$ cat config.mk
export PLATFORM = sky130hd
export DESIGN_NAME = mask_run_length_decoder_unit
export DESIGN_NICKNAME = d
export VERILOG_FILES = /design/src/mrld_pkg.sv /design/src/mask_run_length_decoder_unit.sv
export VERILOG_INCLUDE_DIRS = /design/src /design/src/src
export SDC_FILE = /design/constraint.sdc
export NUM_CORES = 1
export LEC_CHECK = 0
export BUFFER_PORTS_ARGS = -buffer_cell sky130_fd_sc_hd__buf_2
export CORE_UTILIZATION = 60
export DETAILED_ROUTE_END_ITERATION = 7
export PLACE_DENSITY = 0.78
export SETUP_SLACK_MARGIN = 0.02
export SLEW_MARGIN = 40
export SYNTH_ARGS = -nofsm -noshare
export SYNTH_HDL_FRONTEND = slang
export SYNTH_SLANG_ARGS = --single-unit
$ cat constraint.sdc
create_clock -name aclk -period 8 [get_ports aclk]
set_clock_uncertainty 0.2 [all_clocks]
set_input_delay 1.6 -clock aclk [delete_from_list [all_inputs] [get_ports aclk]]
set_output_delay 1.6 -clock aclk [all_outputs]
set_load 0.005 [all_outputs]
$ cat src/mask_run_length_decoder_unit_defines.svh
// Assertion macros shared by the mask run-length decoder RTL.
`ifndef MASK_RUN_LENGTH_DECODER_UNIT_DEFINES_SVH
`define MASK_RUN_LENGTH_DECODER_UNIT_DEFINES_SVH

// Property checked on every clock edge outside reset.
`define MRLD_ASSERT(label, prop, msg) \
    label: assert property (@(posedge aclk) disable iff (!aresetn) (prop)) else $error(msg);

// Antecedent in one cycle implies consequent in the next.
`define MRLD_ASSERT_NEXT(label, ante, cons, msg) \
    label: assert property (@(posedge aclk) disable iff (!aresetn) (ante) |=> (cons)) \
        else $error(msg);

`endif

$ cat src/mrld_pkg.sv
// Types and constants of the mask run-length decoder.
package mrld_pkg;

    localparam logic [7:0] SIG_ROWS     = 8'h68;
    localparam logic [7:0] SIG_COLS     = 8'h76;
    localparam logic [7:0] LINE_MARK    = 8'hFF;
    localparam logic [2:0] HEADER_BYTES = 3'd5;

    localparam int COORD_W = 9;
    localparam int TOTAL_W = 16;
    localparam int TDATA_W = 56;

    // Result queue: four entries, two-bit pointers.
    localparam int QUEUE_DEPTH = 4;
    localparam int PTR_W       = 2;
    localparam int CNT_W       = 3;

    // Field slots of the header after the signature.
    localparam logic [1:0] FLD_X      = 2'd0;
    localparam logic [1:0] FLD_Y      = 2'd1;
    localparam logic [1:0] FLD_WIDTH  = 2'd2;
    localparam logic [1:0] FLD_HEIGHT = 2'd3;

    typedef enum logic [2:0] {
        ST_OK        = 3'd0,
        ST_SHORT     = 3'd1,
        ST_BAD_SIG   = 3'd2,
        ST_ZERO_SIZE = 3'd3,
        ST_NO_RUNS   = 3'd4
    } status_t;

    typedef enum logic {
        KIND_RECT    = 1'b0,
        KIND_SUMMARY = 1'b1
    } kind_t;

    typedef struct packed {
        kind_t                kind;
        logic [COORD_W-1:0]   left;
        logic [COORD_W-1:0]   top;
        logic [COORD_W-1:0]   right;
        logic [COORD_W-1:0]   bottom;
        status_t              status;
        logic [TOTAL_W-1:0]   total;
        logic                 last;
    } item_t;

endpackage

$ cat src/mask_run_length_decoder_unit.sv
// Mask run-length decoder: byte stream in, run rectangles and a summary item out.
//
// Slave side takes one byte of the coded mask per item (s_tdata), with s_tlast
// on the final byte of a stream. Master side gives run rectangles
// (m_tuser = 0) and one closing summary item per stream (m_tuser = 1,
// m_tlast = 1) carrying bounding box, status and rectangle count.
// Throughput: one byte per cycle while s_tready is high. Each byte yields at most
// two items; the byte that carries s_tlast may yield a rectangle and the
// summary, which then leave one after the other.
// An item produced by an accepted byte is registered in the queue and is on
// m_ once those ahead of it have gone.
// The decode state sits in registers updated in the accept cycle; results go
// to a four-entry queue, and s_tready is high while at most two entries hold.
// When the receiver stalls the queue fills and s_tready drops; nothing is
// lost. Reset (aresetn low, synchronous) empties the queue and returns the
// decoder to the start of a header. After the summary item the decoder is
// back in that state for the next stream.
module mask_run_length_decoder_unit (
    input  logic        aclk,
    input  logic        aresetn,
    input  logic        s_tvalid,
    output logic        s_tready,
    input  logic [7:0]  s_tdata,   // [7:0] data_byte
    input  logic        s_tlast,
    output logic        m_tvalid,
    input  logic        m_tready,
    output logic [mrld_pkg::TDATA_W-1:0] m_tdata, // [8:0] left, [17:9] top, [26:18] right,
                                                  // [35:27] bottom, [38:36] status,
                                                  // [54:39] rect_total, [55] zero
    output logic        m_tuser,   // [0] item_kind
    output logic        m_tlast
);

`include "mask_run_length_decoder_unit_defines.svh"

    localparam int CW = mrld_pkg::COORD_W;

    // Decode state
    logic [2:0]              pos_reg, pos_next;
    logic                    rows_reg, rows_next;
    logic [7:0]              fld_reg [4];
    logic [7:0]              fld_next [4];
    logic [7:0]              line_reg, line_next;
    logic [7:0]              start_reg, start_next;
    logic                    have_reg, have_next;
    mrld_pkg::status_t       err_reg, err_next;
    logic [15:0]             cnt_reg, cnt_next;

    // Result queue
    mrld_pkg::item_t                 q_mem [mrld_pkg::QUEUE_DEPTH];
    logic [mrld_pkg::PTR_W-1:0]      wr_ptr_reg, wr_ptr_next;
    logic [mrld_pkg::PTR_W-1:0]      rd_ptr_reg, rd_ptr_next;
    logic [mrld_pkg::CNT_W-1:0]      q_cnt_reg, q_cnt_next;

    logic acc, pop;

    // Values after this byte, before the end-of-stream clear
    logic [2:0]              pos_upd;
    logic                    rows_upd;
    logic [7:0]              fld_upd [4];
    logic [7:0]              line_upd, start_upd;
    logic                    have_upd;
    mrld_pkg::status_t       err_upd;
    logic [15:0]             cnt_upd;

    logic [1:0]              fld_idx;
    logic [7:0]              line_ext, run_ext;
    logic [CW-1:0]           run_lo, run_hi, run_sum, line_lo, line_hi;
    logic                    rect_valid, sum_valid;
    mrld_pkg::item_t         rect_item, sum_item;
    mrld_pkg::status_t       sum_status;
    mrld_pkg::item_t         head;

    assign acc      = s_tvalid & s_tready;
    assign pop      = m_tvalid & m_tready;
    assign s_tready = (q_cnt_reg <= mrld_pkg::CNT_W'(mrld_pkg::QUEUE_DEPTH - 2));

    assign fld_idx  = 2'(pos_reg - 3'd1);
    assign line_ext = rows_reg ? fld_reg[mrld_pkg::FLD_HEIGHT] : fld_reg[mrld_pkg::FLD_WIDTH];
    assign run_ext  = rows_reg ? fld_reg[mrld_pkg::FLD_WIDTH] : fld_reg[mrld_pkg::FLD_HEIGHT];

    // Run span clipped to the run extent
    assign run_lo  = {1'b0, start_reg};
    assign run_sum = {1'b0, start_reg} + {1'b0, s_tdata};
    assign run_hi  = (run_sum > {1'b0, run_ext}) ? {1'b0, run_ext} : run_sum;
    assign line_lo = {1'b0, line_reg};
    assign line_hi = {1'b0, line_reg} + 9'd1;

    always_comb begin
        pos_upd    = pos_reg;
        rows_upd   = rows_reg;
        fld_upd    = fld_reg;
        line_upd   = line_reg;
        start_upd  = start_reg;
        have_upd   = have_reg;
        err_upd    = err_reg;
        cnt_upd    = cnt_reg;
        rect_valid = 1'b0;

        rect_item        = '0;
        rect_item.kind   = mrld_pkg::KIND_RECT;
        rect_item.status = mrld_pkg::ST_OK;
        if (rows_reg) begin
            rect_item.left   = {1'b0, fld_reg[mrld_pkg::FLD_X]} + run_lo;
            rect_item.right  = {1'b0, fld_reg[mrld_pkg::FLD_X]} + run_hi;
            rect_item.top    = {1'b0, fld_reg[mrld_pkg::FLD_Y]} + line_lo;
            rect_item.bottom = {1'b0, fld_reg[mrld_pkg::FLD_Y]} + line_hi;
        end else begin
            rect_item.left   = {1'b0, fld_reg[mrld_pkg::FLD_X]} + line_lo;
            rect_item.right  = {1'b0, fld_reg[mrld_pkg::FLD_X]} + line_hi;
            rect_item.top    = {1'b0, fld_reg[mrld_pkg::FLD_Y]} + run_lo;
            rect_item.bottom = {1'b0, fld_reg[mrld_pkg::FLD_Y]} + run_hi;
        end

        if (pos_reg == 3'd0) begin
            rows_upd = (s_tdata == mrld_pkg::SIG_ROWS);
            err_upd  = (s_tdata == mrld_pkg::SIG_ROWS || s_tdata == mrld_pkg::SIG_COLS)
                       ? mrld_pkg::ST_OK : mrld_pkg::ST_BAD_SIG;
            pos_upd  = 3'd1;
        end else if (pos_reg < mrld_pkg::HEADER_BYTES) begin
            fld_upd[fld_idx] = s_tdata;
            pos_upd          = pos_reg + 3'd1;
            // height arrives last; width is already stored
            if (pos_reg == mrld_pkg::HEADER_BYTES - 3'd1 && err_reg == mrld_pkg::ST_OK &&
                (fld_reg[mrld_pkg::FLD_WIDTH] == 8'd0 || s_tdata == 8'd0)) begin
                err_upd = mrld_pkg::ST_ZERO_SIZE;
            end
        end else if (err_reg == mrld_pkg::ST_OK && line_reg < line_ext) begin
            if (have_reg) begin
                have_upd = 1'b0;
                if (start_reg < run_ext && s_tdata != 8'd0) begin
                    rect_valid = 1'b1;
                    if (cnt_reg != 16'hFFFF) begin
                        cnt_upd = cnt_reg + 16'd1;
                    end
                end
            end else if (!s_tlast) begin
                if (s_tdata == mrld_pkg::LINE_MARK) begin
                    line_upd = line_reg + 8'd1;
                end else begin
                    start_upd = s_tdata;
                    have_upd  = 1'b1;
                end
            end
        end

        // Closing summary
        sum_valid = s_tlast;
        if (pos_upd < mrld_pkg::HEADER_BYTES) begin
            sum_status = mrld_pkg::ST_SHORT;
        end else if (err_upd != mrld_pkg::ST_OK) begin
            sum_status = err_upd;
        end else if (cnt_upd == 16'd0) begin
            sum_status = mrld_pkg::ST_NO_RUNS;
        end else begin
            sum_status = mrld_pkg::ST_OK;
        end
        sum_item        = '0;
        sum_item.kind   = mrld_pkg::KIND_SUMMARY;
        sum_item.status = sum_status;
        sum_item.total  = cnt_upd;
        sum_item.last   = 1'b1;
        if (sum_status == mrld_pkg::ST_OK || sum_status == mrld_pkg::ST_NO_RUNS) begin
            sum_item.left   = {1'b0, fld_upd[mrld_pkg::FLD_X]};
            sum_item.top    = {1'b0, fld_upd[mrld_pkg::FLD_Y]};
            sum_item.right  = {1'b0, fld_upd[mrld_pkg::FLD_X]} +
                              {1'b0, fld_upd[mrld_pkg::FLD_WIDTH]};
            sum_item.bottom = {1'b0, fld_upd[mrld_pkg::FLD_Y]} +
                              {1'b0, fld_upd[mrld_pkg::FLD_HEIGHT]};
        end
    end

    // State update; end of stream returns to the header start
    always_comb begin
        pos_next   = pos_reg;
        rows_next  = rows_reg;
        fld_next   = fld_reg;
        line_next  = line_reg;
        start_next = start_reg;
        have_next  = have_reg;
        err_next   = err_reg;
        cnt_next   = cnt_reg;
        if (acc) begin
            if (s_tlast) begin
                pos_next   = 3'd0;
                rows_next  = 1'b0;
                fld_next   = '{default: 8'd0};
                line_next  = 8'd0;
                start_next = 8'd0;
                have_next  = 1'b0;
                err_next   = mrld_pkg::ST_OK;
                cnt_next   = 16'd0;
            end else begin
                pos_next   = pos_upd;
                rows_next  = rows_upd;
                fld_next   = fld_upd;
                line_next  = line_upd;
                start_next = start_upd;
                have_next  = have_upd;
                err_next   = err_upd;
                cnt_next   = cnt_upd;
            end
        end
    end

    // Queue pointers
    always_comb begin
        logic [mrld_pkg::CNT_W-1:0] n_push;
        n_push = '0;
        if (acc) begin
            n_push = mrld_pkg::CNT_W'(rect_valid) + mrld_pkg::CNT_W'(sum_valid);
        end
        wr_ptr_next = wr_ptr_reg + mrld_pkg::PTR_W'(n_push);
        rd_ptr_next = rd_ptr_reg + mrld_pkg::PTR_W'(pop);
        q_cnt_next  = q_cnt_reg + n_push - mrld_pkg::CNT_W'(pop);
    end

    always_ff @(posedge aclk) begin
        if (!aresetn) begin
            pos_reg    <= 3'd0;
            rows_reg   <= 1'b0;
            fld_reg    <= '{default: 8'd0};
            line_reg   <= 8'd0;
            start_reg  <= 8'd0;
            have_reg   <= 1'b0;
            err_reg    <= mrld_pkg::ST_OK;
            cnt_reg    <= 16'd0;
            wr_ptr_reg <= '0;
            rd_ptr_reg <= '0;
            q_cnt_reg  <= '0;
        end else begin
            pos_reg    <= pos_next;
            rows_reg   <= rows_next;
            fld_reg    <= fld_next;
            line_reg   <= line_next;
            start_reg  <= start_next;
            have_reg   <= have_next;
            err_reg    <= err_next;
            cnt_reg    <= cnt_next;
            wr_ptr_reg <= wr_ptr_next;
            rd_ptr_reg <= rd_ptr_next;
            q_cnt_reg  <= q_cnt_next;
        end
    end

    // Queue payload; the rectangle goes ahead of the summary
    always_ff @(posedge aclk) begin
        if (acc) begin
            if (rect_valid) begin
                q_mem[wr_ptr_reg] <= rect_item;
                if (sum_valid) begin
                    q_mem[wr_ptr_reg + mrld_pkg::PTR_W'(1)] <= sum_item;
                end
            end else if (sum_valid) begin
                q_mem[wr_ptr_reg] <= sum_item;
            end
        end
    end

    assign head     = q_mem[rd_ptr_reg];
    assign m_tvalid = (q_cnt_reg != '0);
    assign m_tdata  = {1'b0, head.total, head.status, head.bottom, head.right,
                       head.top, head.left};
    assign m_tuser  = head.kind;
    assign m_tlast  = head.last;

    `MRLD_ASSERT(a_queue_bound, q_cnt_reg <= mrld_pkg::CNT_W'(mrld_pkg::QUEUE_DEPTH), "result queue overflow")
    `MRLD_ASSERT(a_kind_last, !m_tvalid || (m_tlast == m_tuser), "summary kind and tlast disagree")
    `MRLD_ASSERT(a_rect_status, !m_tvalid || m_tuser || (m_tdata[38:36] == 3'd0), "rectangle carries status")
    `MRLD_ASSERT_NEXT(a_eos_clear, acc && s_tlast, pos_reg == 3'd0 && cnt_reg == 16'd0 && m_tvalid, "stream end did not restart decoder")

endmodule
==> results by group <==
Route
  – Routed WL per cell: 24.8 µm
  – Vias: 14145
  – DRC Markers: 0
  – Antenna viol nets, final: 0
  – Number of detailed-route iterations in the first pass: 7
  – Post-Route WL: 51.7 mm
  – Vias per cell: 6.78
  – Initial DRC Count: 1839

Synth
  – Syn Nets: 1752
  – Synth Flop Type: edfxtp_1
  – Cell Area, Synth: 17600 µm²
  – Synth Register Bits: 303
  – Syn Area/Cell: 10.8 µm²
  – Number of unique standard cell types used by synthesis: 66
  – EDFF count, synth: 212
  – FFs w/ async S/R, synth: 0%
  – Gate Count Post-Synth: 1639
  – Post-synthesis sequential area ratio: 46.4%
  – Synthesis warning total: 0

Placement
  – Pre-CTS setup slack: 0.474 ns
  – Detail Placement HPWL: 35.6 mm
  – Placed Area: 18400 µm²
  – GP Congestion: 0.960
  – PortBufs: 71

CTS
  – Htree depth: 2
  – CTS Sinks: 303
  – Clk buf depth: 3
  – Post_cts resized: 0
  – Hold Buf Count CTS: 0
  – # Post-CTS Setup Buffers: 0
  – Clock transition at path regs: 0.06 ns
  – CTS Buf Count: 34
  – Root buffer cell: clkbuf_16
  – CTS tree: built
  – Clock latency on the worst-skew pair: 0.53 ns

Pwr
  – Net switching power: 1240 µW
  – Cell Pwr Density: 221 nW/µm²
  – Clock share of power: 37.1%
  – Switching share of power: 28.6%
  – Power share of the combinational group: 21.1%
  – Leak Pwr: 0.00705 µW
  – Int Power: 3090 µW
  – Worst IR Drop VDD: 175 µV
  – Seq pwr share: 41.8%

Layout
  – Layout cells sized above 1: 15.8%
  – Final #Nets: 1788
  – Most frequent cells in the layout: edfxtp_1, nand2_1, nor2_1
  – ANT cells: 0
  – Most common cell after layout, fill and taps aside: edfxtp_1
  – Largest register FFs: 224
  – Final core utilization: 67.8%
  – Synth-to-Final Area Change: 10.8%
  – Fin area: 19600 µm²

Job
  – Maxcap violations: 0

Timing
  – Final worst setup slack: 0.898 ns
  – Sum Neg Setup Slack: 0 ns
  – Slew @ Worst Pin: 0.858 ns
  – Hold Fails Final Rpt: 0
  – Fin crit period: 7.10 ns
  – Max-slew violation count: 0
  – Part of the cycle the worst path needs: 88.8%
  – Max Freq: 0.141 GHz
  – Final setup vio count: 0
  – Worst hold slack: 0.274 ns
  – RSZ-0062 raised after global routing: no
  – Slew HR: 42.8%

Min path
  – Hold Path Depth: 2
  – Hold Path Class: reg -> reg

Worst setup path
  – Worst R2R End: q_mem[0][28]
  – WS Path Type: in -> reg
  – Worst setup SP type: primary input
  – Critical Path RT: 8.06 ns
  – Reg2Reg Setup Slack: 1.62 ns
  – Arrival @ worst endpoint: 7.16 ns
  – Reg-to-Reg Start: start_reg[0]
  – Crit path launch: s_tdata[0]
  – R2r worst-path depth: 27
  – Peak fanout along the critical path: 19
  – Worst setup path end: q_mem[0][28]
  – CP Capture Type: flip-flop

Global route
  – Initial antenna violation count: 2
  – Vias in the first global route: 13738
  – Total gr overflow: 0
  – First-pass GRT wire length: 80.5 mm
  – GRT Overall Usage: 34.7%
  – Pin count of the biggest net entering global routing: 54

Run status
  – Status: finished, final reports clean

Floorplanning
  – Io pins: 73
  – Core area: 28900 µm²
  – Die width: 174 µm
  – Die Ht: 174 µm
  – Cell Rows: 62
  – Die ar.: 30100 µm²
  – Starting Density: 61.2%
## power by group through the flow
| stage | sequential [µW] | combinational, µW | clock (µW) |
|---|---|---|---|
| detailed placement | 1840 | 897 | 0 |
| global route | 1820 | 979 | 1660 |
| floorplan | 1790 | 621 | 0 |
| global placement | 1830 | 872 | 0 |
| CTS | 1810 | 909 | 1600 |
| finish | 1810 | 915 | 1610 |
## worst min-delay path by stage
| stage | start | end | slack [ns] |
|---|---|---|---|
| 6_report | q_mem[2][0] | q_mem[2][0] | 0.27 |
| 5_1_grt | q_mem[0][0] | q_mem[0][0] | 0.29 |
| 4_1_cts | q_mem[2][0] | q_mem[2][0] | 0.28 |
| 3_5_place_dp | q_mem[0][0] | q_mem[0][0] | 0.24 |
| 3_3_place_gp | q_mem[3][0] | q_mem[3][0] | 0.23 |
| 2_1_floorplan | q_mem[1][0] | q_mem[1][0] | 0.22 |
## synth_stat cells, types with 3 or more instances
cell type | n | share of area, %
nand2b_1 | 13 | 0.46
and3_1 | 6 | 0.21
mux2_2 | 36 | 2.3
a21oi_1 | 55 | 1.6
a21boi_0 | 4 | 0.17
and2_1 | 50 | 1.8
nand3_1 | 23 | 0.65
a21o_1 | 22 | 0.94
dfxtp_1 | 91 | 10
mux4_2 | 56 | 7.1
o21a_1 | 11 | 0.47
a32oi_1 | 4 | 0.20
inv_1 | 45 | 0.96
ha_1 | 92 | 6.5
nor2_1 | 137 | 2.9
fa_1 | 8 | 0.91
o21bai_1 | 10 | 0.43
buf_2 | 8 | 0.23
a22oi_1 | 36 | 1.5
xor2_1 | 23 | 1.1
nand3b_1 | 5 | 0.21
clkbuf_1 | 68 | 1.4
nor2b_1 | 55 | 1.9
a31oi_1 | 8 | 0.28
buf_1 | 18 | 0.38
xnor2_1 | 40 | 2.0
nor4_1 | 7 | 0.25
nand4_1 | 13 | 0.46
nor3_1 | 18 | 0.51
o21ai_0 | 96 | 2.7
o22a_1 | 6 | 0.30
or3_1 | 3 | 0.11
edfxtp_1 | 212 | 36
mux2i_1 | 44 | 2.5
a22o_1 | 21 | 1.0
nand2_1 | 149 | 3.2
o22ai_1 | 106 | 3.8
## worst max-delay path, stage by stage
cell	delay [ns]
buf_2	0.12
ha_1	0.17
inv_1	0.06
fa_1	0.40
nor2b_1	0.11
o21ai_0	0.09
a21boi_0	0.24
o21ai_0	0.15
a21boi_0	0.25
nor2_1	0.13
ha_1	0.31
nand4_1	0.09
o22ai_1	0.11
a21oi_1	0.07
or3b_2	0.71
a221oi_1	0.34
ha_1	0.22
inv_1	0.06
fa_1	0.39
inv_1	0.07
a21oi_1	0.07
o21bai_1	0.20
a21o_1	0.18
a21o_1	0.15
a31oi_1	0.11
xor2_1	0.17
o21ai_0	0.39
o22ai_1	0.17
## layer usage
layer / part of all wire [%] / GRT usage, % / routed length [µm] / vias up
li1: - / - / - / 6197
met1: 40 / 48.6 / 20600 / 6820
met2: 46 / 55.2 / 23900 / 989
met3: 11 / 6.45 / 5610 / 137
met4: 3.0 / 10.4 / 1570 / 2
met5: 0.025 / 0 / 13 / -
## logic make-up after synthesis
family	synth area share (%)
compound gates	14.3
buf+inv	3.23
simple gates	13.4
flops	46.4
mux	11.9
xor+xnor	3.31
fa+ha+maj	7.43
other cells	0.0212
## stage by stage
step	std cells	power, µW
floorplan	1639	2420
global placement	2021	2710
detailed placement	2023	2740
CTS	2085	4320
global route	2085	4460
finish	2085	4330
## area by class of cell
cell class / instances / area [µm²]
Clock buffer: 46 / 967
Clock inverter: 16 / 185
Fill cell: 2141 / 9300
Inverter: 45 / 169
Multi-Input combinational cell: 1193 / 8970
Sequential cell: 303 / 8200
Tap cell: 384 / 480
Timing Repair Buffer: 98 / 589
(Power assumes the default switching activity.)
